`src/rtl/swbrm_pkg.sv`:
```
// Shared types and constants for the sliding-window byte rate meter.
// No dependencies; imported by sliding_window_byte_rate_meter_core.

package swbrm_pkg;

    // Field widths of the transfer payloads and the register
    localparam int WIN_W    = 7;
    localparam int BYTES_W  = 16;
    localparam int SLOT_W   = 40;
    localparam int TOTAL_W  = 48;
    localparam int STEP_W   = 3;
    localparam int SCALED_W = 20;

    // Ring geometry
    localparam int MAX_SLOTS_DEF = 64;
    localparam int MIN_SLOTS     = 5;
    localparam logic [WIN_W-1:0] WINDOW_RST = 7'd50;

    // Saturation limits
    localparam logic [SLOT_W-1:0]  SLOT_MAX  = {SLOT_W{1'b1}};
    localparam logic [TOTAL_W-1:0] TOTAL_MAX = {TOTAL_W{1'b1}};

    // Item operation codes
    typedef enum logic [0:0] {
        OP_ADD  = 1'b0,
        OP_TICK = 1'b1
    } op_t;

    // Display unit codes, powers of 1024
    localparam logic [STEP_W-1:0] UNIT_B   = 3'd0;
    localparam logic [STEP_W-1:0] UNIT_KIB = 3'd1;
    localparam logic [STEP_W-1:0] UNIT_MIB = 3'd2;
    localparam logic [STEP_W-1:0] UNIT_GIB = 3'd3;
    localparam logic [STEP_W-1:0] UNIT_TIB = 3'd4;

    typedef struct packed {
        op_t                op;
        logic [BYTES_W-1:0] byte_count;
    } meter_in_t;

    typedef struct packed {
        logic [TOTAL_W-1:0]  window_bytes;
        logic [STEP_W-1:0]   unit_step;
        logic [SCALED_W-1:0] scaled_value;
    } meter_out_t;

endpackage

```
`src/rtl/sliding_window_byte_rate_meter_core.sv`:
```
// Sliding-window byte rate meter: ring of per-grain byte counters in a memory,
// saturating running total and power-of-1024 scaling. Depends on swbrm_pkg.
//
//   channel   dir   handshake            payload
//   in        in    in_valid/in_ready    in_data  (meter_in_t)
//   out       out   out_valid/out_ready  out_data (meter_out_t)
//   cfg       in    cfg_we               cfg_wdata (window_slots)
//
// One item per cycle sustained while out_ready holds; each result is registered
// twice: slot read from memory, then update into the output register.
// The slot read-modify-write sets the pace: a write-first bypass feeds the
// slot just updated to a following item that touches the same slot.
// Reset and a window write clear the meter at once; a flag for slot 0 and a
// fill count for the slots above it mark the slots that hold data, so no
// clearing pass is needed.
// A stalled output holds its result while one more item waits in the
// slot-read stage; in_ready drops only when both are occupied.

module sliding_window_byte_rate_meter_core
    import swbrm_pkg::*;
#(
    parameter int MAX_SLOTS = MAX_SLOTS_DEF
)
(
    input  logic             clk,
    input  logic             rst_n,
    input  logic             in_valid,
    output logic             in_ready,
    input  meter_in_t        in_data,
    output logic             out_valid,
    input  logic             out_ready,
    output meter_out_t       out_data,
    input  logic             cfg_we,
    input  logic [WIN_W-1:0] cfg_wdata
);

    localparam int IDX_W = (MAX_SLOTS > 1) ? $clog2(MAX_SLOTS) : 1;
    localparam int CNT_W = $clog2(MAX_SLOTS + 1);
    localparam int CMP_W = (CNT_W > WIN_W) ? CNT_W : WIN_W;

    // Configuration and ring position
    logic [WIN_W-1:0]   window_reg;
    logic [IDX_W-1:0]   cur_slot_reg;
    logic [CNT_W-1:0]   fill_reg;
    logic [CNT_W-1:0]   fill_next;
    logic               slot0_ok_reg;
    logic               slot0_ok_next;
    logic [TOTAL_W-1:0] total_reg;
    logic [TOTAL_W-1:0] total_next;

    // Slot memory
    logic [SLOT_W-1:0]  slot_mem [MAX_SLOTS];
    logic [SLOT_W-1:0]  mem_rd_reg;

    // Slot-read stage
    logic               s1_valid_reg;
    op_t                s1_op_reg;
    logic [BYTES_W-1:0] s1_bytes_reg;
    logic [IDX_W-1:0]   s1_addr_reg;
    logic               s1_fwd_reg;
    logic [SLOT_W-1:0]  s1_fwd_data_reg;
    logic               s1_init_reg;

    // Output register
    logic               out_valid_reg;
    meter_out_t         out_data_reg;

    logic               accept;
    logic               s1_adv;
    logic [CMP_W-1:0]   win_ext;
    logic [CMP_W-1:0]   ring_len;
    logic [CMP_W-1:0]   cur_inc;
    logic [IDX_W-1:0]   tick_slot;
    logic [IDX_W-1:0]   rd_addr;
    logic               wr_hit;
    logic               rd_init;

    logic [SLOT_W-1:0]  slot_old;
    logic [SLOT_W-1:0]  slot_room;
    logic [SLOT_W-1:0]  gain;
    logic [SLOT_W-1:0]  slot_new;
    logic [TOTAL_W:0]   total_sum;
    logic [TOTAL_W-1:0] slot_as_total;
    logic [STEP_W-1:0]  step;
    logic [SCALED_W-1:0] scaled;

    // Handshake: stage advances when the output register is free or draining
    assign s1_adv    = s1_valid_reg && (!out_valid_reg || out_ready);
    assign in_ready  = !s1_valid_reg || s1_adv;
    assign accept    = in_valid && in_ready;
    assign out_valid = out_valid_reg;
    assign out_data  = out_data_reg;

    // Clamp the window to the ring and find the slot after the current one
    always_comb
    begin
        win_ext = CMP_W'(window_reg);
        if (win_ext < CMP_W'(MIN_SLOTS))
        begin
            ring_len = CMP_W'(MIN_SLOTS);
        end
        else if (win_ext > CMP_W'(MAX_SLOTS))
        begin
            ring_len = CMP_W'(MAX_SLOTS);
        end
        else
        begin
            ring_len = win_ext;
        end
        cur_inc = CMP_W'(cur_slot_reg) + CMP_W'(1);
        if (cur_inc >= ring_len)
        begin
            tick_slot = '0;
        end
        else
        begin
            tick_slot = cur_inc[IDX_W-1:0];
        end
        rd_addr = (in_data.op == OP_TICK) ? tick_slot : cur_slot_reg;
        wr_hit  = s1_adv && (s1_addr_reg == rd_addr);
        rd_init = (rd_addr == '0) ? slot0_ok_reg
                                  : (CMP_W'(rd_addr) < CMP_W'(fill_reg));
    end

    // Slot update and running total for the item in the read stage
    always_comb
    begin
        if (s1_fwd_reg)
        begin
            slot_old = s1_fwd_data_reg;
        end
        else if (s1_init_reg)
        begin
            slot_old = mem_rd_reg;
        end
        else
        begin
            slot_old = '0;
        end
        slot_room     = SLOT_MAX - slot_old;
        gain          = (SLOT_W'(s1_bytes_reg) > slot_room) ? slot_room
                                                            : SLOT_W'(s1_bytes_reg);
        total_sum     = {1'b0, total_reg} + (TOTAL_W + 1)'(gain);
        slot_as_total = TOTAL_W'(slot_old);
        if (s1_op_reg == OP_TICK)
        begin
            slot_new   = '0;
            total_next = (total_reg >= slot_as_total) ? (total_reg - slot_as_total)
                                                      : '0;
        end
        else
        begin
            slot_new   = slot_old + gain;
            total_next = total_sum[TOTAL_W] ? TOTAL_MAX : total_sum[TOTAL_W-1:0];
        end
        // Slot 0 keeps its own flag; above it, the write that touches the
        // first untouched slot extends the fill
        slot0_ok_next = slot0_ok_reg || (s1_addr_reg == '0);
        if (CMP_W'(s1_addr_reg) == CMP_W'(fill_reg))
        begin
            fill_next = fill_reg + CNT_W'(1);
        end
        else
        begin
            fill_next = fill_reg;
        end
    end

    // Pick the unit and scale the total to 10 fraction bits
    always_comb
    begin
        if (|total_next[47:40])
        begin
            step = UNIT_TIB;
        end
        else if (|total_next[39:30])
        begin
            step = UNIT_GIB;
        end
        else if (|total_next[29:20])
        begin
            step = UNIT_MIB;
        end
        else if (|total_next[19:10])
        begin
            step = UNIT_KIB;
        end
        else
        begin
            step = UNIT_B;
        end
        unique case (step)
            UNIT_B:   scaled = {total_next[9:0], 10'd0};
            UNIT_KIB: scaled = total_next[19:0];
            UNIT_MIB: scaled = total_next[29:10];
            UNIT_GIB: scaled = total_next[39:20];
            UNIT_TIB: scaled = {2'd0, total_next[47:30]};
            default:  scaled = '0;
        endcase
    end

    // Slot memory: write back on advance, registered read on transfer in
    always_ff @(posedge clk)
    begin
        if (s1_adv)
        begin
            slot_mem[s1_addr_reg] <= slot_new;
        end
        if (accept)
        begin
            mem_rd_reg <= slot_mem[rd_addr];
        end
    end

    // Read-stage payload, bypass of the slot written in the same cycle, and output register
    always_ff @(posedge clk)
    begin
        if (accept)
        begin
            s1_op_reg       <= in_data.op;
            s1_bytes_reg    <= in_data.byte_count;
            s1_addr_reg     <= rd_addr;
            s1_fwd_reg      <= wr_hit;
            s1_fwd_data_reg <= slot_new;
            s1_init_reg     <= rd_init;
        end
        if (s1_adv)
        begin
            out_data_reg.window_bytes <= total_next;
            out_data_reg.unit_step    <= step;
            out_data_reg.scaled_value <= scaled;
        end
    end

    // Control state, window register, ring position, fill count and total
    always_ff @(posedge clk or negedge rst_n)
    begin
        if (!rst_n)
        begin
            window_reg    <= WINDOW_RST;
            cur_slot_reg  <= '0;
            fill_reg      <= CNT_W'(1);
            slot0_ok_reg  <= 1'b0;
            total_reg     <= '0;
            s1_valid_reg  <= 1'b0;
            out_valid_reg <= 1'b0;
        end
        else if (cfg_we)
        begin
            // Restart the meter with the new window
            window_reg    <= cfg_wdata;
            cur_slot_reg  <= '0;
            fill_reg      <= CNT_W'(1);
            slot0_ok_reg  <= 1'b0;
            total_reg     <= '0;
        end
        else
        begin
            if (accept && (in_data.op == OP_TICK))
            begin
                cur_slot_reg <= tick_slot;
            end
            if (s1_adv)
            begin
                total_reg    <= total_next;
                fill_reg     <= fill_next;
                slot0_ok_reg <= slot0_ok_next;
            end
            if (accept)
            begin
                s1_valid_reg <= 1'b1;
            end
            else if (s1_adv)
            begin
                s1_valid_reg <= 1'b0;
            end
            if (s1_adv)
            begin
                out_valid_reg <= 1'b1;
            end
            else if (out_ready)
            begin
                out_valid_reg <= 1'b0;
            end
        end
    end

endmodule

```
`config.mk`:
```
export PLATFORM = sky130hd
export DESIGN_NAME = sliding_window_byte_rate_meter_core
export DESIGN_NICKNAME = d
export VERILOG_FILES = /design/src/rtl/swbrm_pkg.sv /design/src/rtl/sliding_window_byte_rate_meter_core.sv
export SDC_FILE = /design/constraint.sdc
export NUM_CORES = 2
export LEC_CHECK = 0
export ABC_AREA = 1
export BUFFER_PORTS_ARGS = -buffer_cell sky130_fd_sc_hd__buf_2
export CAP_MARGIN = 20
export CELL_PAD_IN_SITES_DETAIL_PLACEMENT = 1
export CELL_PAD_IN_SITES_GLOBAL_PLACEMENT = 1
export CORE_MARGIN = 2
export CORE_UTILIZATION = 46
export CTS_CLUSTER_SIZE = 40
export DETAILED_ROUTE_END_ITERATION = 10
export PLACE_DENSITY_LB_ADDON = 0.1
export SLEW_MARGIN = 20
export SYNTH_ARGS = -nofsm -noshare
export SYNTH_HDL_FRONTEND = slang
export SYNTH_SLANG_ARGS = --single-unit
```
`constraint.sdc`:
```
create_clock -name clk -period 7.93 [get_ports clk]
set_input_delay 0 -clock clk [delete_from_list [all_inputs] [get_ports clk]]
set_output_delay 0 -clock clk [all_outputs]
set_load 0.02 [all_outputs]
```
== Yosys cells after proc, flatten, opt, wreduce, memory -nomap -nowiden ==
Memory sizes are Yosys's and may differ from the RTL's. A register that Yosys moved wholly into a read port is not among the register bits.
Cells that the tools add are included.
Storage, ports and cells
  bits in registers: 207
  memory bits (writable): 2560
  input port bits: 29
  output and inout port bits: 73
  word-level logic and storage cells: 92
  memories kept: 1
Memory list
  slot_mem: words 64, bits a word 40, rd ports 1, clocked after memory_dff 1, write ports 1, line sliding_window_byte_rate_meter_core.sv:52  | logic [SLOT_W-1:0] slot_mem [MAX_SLOTS];
Operators by class
  $add $sub $neg: 6
  magnitude comparators: 6
  equal/unequal tests: 6
  muxes and demuxes: 32
  bitwise gates (word level): 1
  reduce and logical (&&, ||, !) cells: 24
Operators by type and width (count)
  two-way mux 48 bit: 5
  two-way mux 40 bit: 4
  one-hot mux 20 bit (5 select lines): 1
  adder 48 x 40 -> 49 bit: 1
  greater-or-equal comparator 48 x 40 -> 1 bit: 1
  subtractor 48 x 40 -> 48 bit: 1
  adder 40 bit: 1
  > comparator 16 x 40 -> 1 bit: 1
  subtractor 40 bit, first input constant: 1
  two-way mux 7 bit: 5
  OR reduction 10 bit: 3
  two-way mux 6 bit: 4
  zero test 6 bit: 2
  two-way mux 1 bit: 10
  nonzero test 2 bit: 5
  OR reduction 8 bit: 1
  adder 6 x 1 -> 7 bit, second input constant: 1
  adder 7 x 1 -> 7 bit, second input constant: 1
  == test 6 x 7 -> 1 bit: 1
  greater-or-equal comparator 7 bit: 1
  > comparator 7 bit, second input constant: 1
  less-than comparator 6 x 7 -> 1 bit: 1
  less-than comparator 7 x 3 -> 1 bit, second input constant: 1
  == test 3 x 2 -> 1 bit, second input constant: 2
  other kinds (11): 20

== Longest topological paths before layout ==
  depth after elaboration: 15
  gate-level depth with buffers: 48
  mapped depth without buffers: 42

== Least setup slack after synthesis ==
OpenSTA, ideal clock, no wires.
  kind: register to register
  start point: register s1_fwd_reg
  end point: register s1_fwd_data_reg[34] (data pin)
  library setup time: 0.720 ns
  arrival: 7.720 ns
  data required time: 7.210 ns
  path slack: -0.510 ns
  cell stages (with the launch flop): 39
  buffers on the path: 5
  cell sequence: edfxtp_1 -> inv_1 -> nand2_1 -> inv_1 -> buf_2 -> buf_2 -> clkbuf_1 -> a22oi_1 -> inv_1 -> ha_1 -> a21oi_1 -> o21ai_0 -> a221oi_1 -> o21ai_0 -> nand2_1 -> o211ai_1 -> nand3b_1 -> buf_2 -> (+3 left out) -> inv_1 -> ha_1 -> fa_1 -> nand2_1 -> inv_1 -> o21ai_1 -> nand2_1 -> a21boi_1 -> o21ai_0 -> inv_1 -> o21ai_1 -> inv_1 -> nor2_1 -> nand2_1 -> nor3b_2 -> nand2_1 -> nor2_1 -> nor3b_1
Between the ends
  word-level cells in the longest chain between the ends: 6
RTL lines
  start: declaration: line sliding_window_byte_rate_meter_core.sv:60  | logic s1_fwd_reg;
  start signal: assignment: line sliding_window_byte_rate_meter_core.sv:223  | s1_fwd_reg <= wr_hit;
  two-way mux 40 bit *: line sliding_window_byte_rate_meter_core.sv:128  | if (s1_fwd_reg)
  subtractor 40 bit: line sliding_window_byte_rate_meter_core.sv:140  | slot_room = SLOT_MAX - slot_old;
  > comparator 16 x 40 -> 1 bit: line sliding_window_byte_rate_meter_core.sv:141  | gain = (SLOT_W'(s1_bytes_reg) > slot_room) ? slot_room
  two-way mux 40 bit: line sliding_window_byte_rate_meter_core.sv:141
  adder 40 bit *: line sliding_window_byte_rate_meter_core.sv:153  | slot_new = slot_old + gain;
  two-way mux 40 bit *: line sliding_window_byte_rate_meter_core.sv:145  | if (s1_op_reg == OP_TICK)
  named net slot_new[34]: line sliding_window_byte_rate_meter_core.sv:81  | logic [SLOT_W-1:0] slot_new;
  end signal: assignment: line sliding_window_byte_rate_meter_core.sv:224  | s1_fwd_data_reg <= slot_new;
  end: declaration: line sliding_window_byte_rate_meter_core.sv:61  | logic [SLOT_W-1:0] s1_fwd_data_reg;
The timed path passes the listed nets; every way through them passes the cells marked *.
A chain may end at the register's enable or synchronous reset.

== Final worst setup path ==
  start point: register s1_fwd_reg
  end point: memory slot_mem[30][35] (data pin)
Between the ends
  word-level cells in the longest chain between the ends: 6
RTL lines (line)
  two-way mux 40 bit *: sliding_window_byte_rate_meter_core.sv:128
  subtractor 40 bit: sliding_window_byte_rate_meter_core.sv:140
  > comparator 16 x 40 -> 1 bit: sliding_window_byte_rate_meter_core.sv:141
  two-way mux 40 bit: sliding_window_byte_rate_meter_core.sv:141
  adder 40 bit *: sliding_window_byte_rate_meter_core.sv:153
  two-way mux 40 bit *: sliding_window_byte_rate_meter_core.sv:145
  named net slot_new[35]: sliding_window_byte_rate_meter_core.sv:81
  end: declaration: sliding_window_byte_rate_meter_core.sv:52
Marked as above.

==> results_dict.tcl <==
set metrics [dict create \
    clkPwrFrac_pct 30.6 \
    viasPerCell 5.95 \
    power_frac_seq_pct 39.9 \
    hpwl_um 275000 \
    worst_slew_pin_slew_ps 1190 \
    wl_met2_um 217000 \
    grt_pass1_wl_um 657000 \
    seqCellArea_mm2 0.0839 \
    multi_input_area_mm2 0.0338 \
    ant_nets 0 \
    crit_type "flop to flop" \
    maxSlewViolCount 0 \
    die-area_mm2 0.272 \
    initial_core_util_pct 46.1 \
    p_sw_uw 16600 \
    fin_crit_sh_pct 92.0 \
    wl_met3_um 32300 \
    routed_wl_um 463000 \
    clock_sinks 2807 \
    coreArea_mm2 0.267 \
    clock.fmax_mhz 137 \
    gp_congestion 0.950 \
    yosysWarnings 0 \
    rsz0062_at_grt "false" \
    cts_root_buf "clkbuf_16" \
    pwr-share-comb_pct 29.5 \
    cp.required_ps 8480 \
    layout-drive-gt1-share_pct 8.91 \
    htreeDepth 5 \
    min_path_type "primary input to flop" \
    grt_max_degree 177 \
    dr.pass1.iters 5 \
    yosysSeqAreaShare_pct 68.1 \
    wl_per_cell_um 30.3 \
    ir_worst_vdd_uv 263 \
    cts_tree "done" \
    grt_pass1_vias 92000 \
    end_kind "flop" \
    avgSynthCellArea_um2 10.9 \
    finalWorstSetupSlack_ps 631 \
    hold_viol_final 0 \
    power_density_mw_per_mm2 322 \
    n_fill_cell 28100 \
    antenna_found_initial 26 \
    finalSetupViolations 0 \
    top_layer "met4" \
    critPathSlowestCell "buf_4" \
    p_int_uw 28400 \
    vias 91000 \
    die_x_um 522 \
    worst_path_most_repeated_cell "nand2_1" \
    crit_path_max_fanout 65 \
    fin_setup_tns_ps 0 \
    area_growth_pct 13.3 \
    clkLatencyLatePin_ps 930 \
    ys_types 60 \
    drv_cap 0 \
    m1WireLength_um 195000 \
    overflow 0 \
    p_sw_share_pct 36.8 \
    port-buffer-count 101 \
    synth_ff_type "edfxtp_1" \
    grt_use_total_pct 33.4 \
    pre_cts_ws_ps 15.8 \
    fin_area_mm2 0.140 \
    syn_inst 11300 \
    arrival_ps 7850 \
    path_clk_slew_ps 60 \
    drt_iter0_markers 10000 \
    synth-edff-count 2736 \
    rows 190 \
    nets 11600 \
    cp-start-kind "flop" \
    layout_commonest_cell "edfxtp_1" \
    outcome "complete, no violations" \
    async_flop_share_pct 2.53 \
    final_cell_mix "edfxtp_1, nand2_1, nand3_1, inv_1, o21ai_0" \
    clock_path_buffers 4 \
    relSlewSlack_pct 20.8 \
    power.leakage_uw 0.0533 \
    period_needed_ps 7300 \
    cts_buffers 306 \
    largest_reg_flops 2560 \
    io_pins 102 \
    die_h_um 522 \
    drc 0 \
    slowest_delay_ps 710 \
    place_area_mm2 0.129 \
    syn_area_mm2 0.123 \
    skew_ps 63.1 \
    ys_ff_latch 2807 \
]
worst max-delay path, delay by kind of cell (launching register included):
family	cells	cell delay [ps]
AOI/OAI and AO/OA	6	1550
adders and majority gates	2	680
buffers and inverters	8	1930
DFF	1	350
muxes	1	260
and+or+nand+nor	14	2080
layout make-up:
| cell class | instances | share of cell area, % |
|---|---|---|
| clock buffers | 384 | 5.75 |
| inverters | 1058 | 2.87 |
| repair buffers | 458 | 2.82 |
| flip-flops and latches | 2807 | 60.1 |
| clock inverters | 160 | 1.01 |
| diodes | 11 | 0.0197 |
| well taps | 3552 | 3.18 |
| multi-input cells | 6855 | 24.2 |
final timing paths:
| path | from | endpoint | slack, ps | depth (start not counted) |
|---|---|---|---|---|
| max | s1_fwd_reg | slot_mem[30][35] | 630 | 31 |
| min in group asynchronous | rst_n | fill_reg[0] | 320 | 3 |
| min | in_data[16] | s1_op_reg | 110 | 2 |
| min reg2reg | win_ext[4] | win_ext[4] | 480 | 2 |
| max reg2reg | s1_fwd_reg | slot_mem[30][35] | 630 | 31 |
| max in group asynchronous | rst_n | total_reg[7] | 6830 | 4 |
per-layer routing:
layer | global-route usage [%] | up-vias
met1 | 46.1 | 46900
met5 | 0 | -
met2 | 54.5 | 3459
li1 | - | 39900
met3 | 4.18 | 791
met4 | 12.1 | 0
per-stage QoR:
| stage | cells | total power, uW | utilization [%] | hold WS, ps |
|---|---|---|---|---|
| floorplan | 11300 | 25600 | - | -296 |
| global route | 15300 | 46700 | 52.2 | 129 |
| global placement | 14700 | 31000 | 48.4 | 16.2 |
| finish | 15300 | 45000 | 52.3 | 112 |
| CTS | 15300 | 44900 | 52.2 | 59.1 |
| detailed placement | 14700 | 31200 | 48.4 | 23.1 |
power by group through the flow:
stage | clock (uW) | combinational [uW] | sequential (uW)
floorplan | 0 | 7340 | 18200
global placement | 0 | 12700 | 18300
detailed placement | 0 | 12900 | 18300
CTS | 13900 | 13000 | 18000
global route | 14400 | 14300 | 18000
finish | 13800 | 13300 | 18000
cell families after synthesis:
family	after synthesis	share of synthesized area, %
AOI/OAI and AO/OA	1980	8.71
buffers and inverters	1666	5.25
xor gates and xnor gates	50	0.355
adders and majority gates	129	1.33
DFF	2807	68.1
and+or+nand+nor	4657	16.1
other	1	0.00304
muxes	14	0.114
Yosys cell counts, types with 4 or more instances:
library cell,count,area [um2]
a21o_1,34,255
a21oi_1,611,3060
a21oi_2,4,35.0
a22oi_1,43,323
and2_1,8,50.1
buf_1,93,349
buf_2,101,505
buf_6,9,101
clkbuf_1,402,1510
clkinv_1,5,18.8
dfrtp_1,67,1680
dfstp_2,4,105
edfxtp_1,2736,82200
ha_1,126,1580
inv_1,1032,3870
inv_2,21,78.8
mux2i_1,14,140
nand2_1,2318,8700
nand2_2,18,113
nand3_1,1404,7030
nand3b_1,12,90.1
nand4_1,57,357
nor2_1,717,2690
nor2_2,11,68.8
nor2_4,8,90.1
nor3_1,30,150
nor4_1,12,75.1
o211ai_1,127,953
o21a_1,10,75.1
o21ai_0,958,4790
o21ai_1,26,130
o21bai_1,6,45.0
o22ai_1,142,888
or2_2,46,288
xnor2_1,16,140
xor2_1,34,298
what timing repair did:
| item | in CTS | in global routing |
|---|---|---|
| resized for setup | 2 | 7 |
| hold buffers | 65 | 0 |
| buffers inserted | 1 | 5 |
| cloned | 1 | 0 |
| pin swaps | 0 | 2 |
| endpoints found under the setup margin | 17 | 475 |
| endpoints found under the hold margin | 197 | 0 |
No activity file was read; power rests on OpenSTA's default activity.
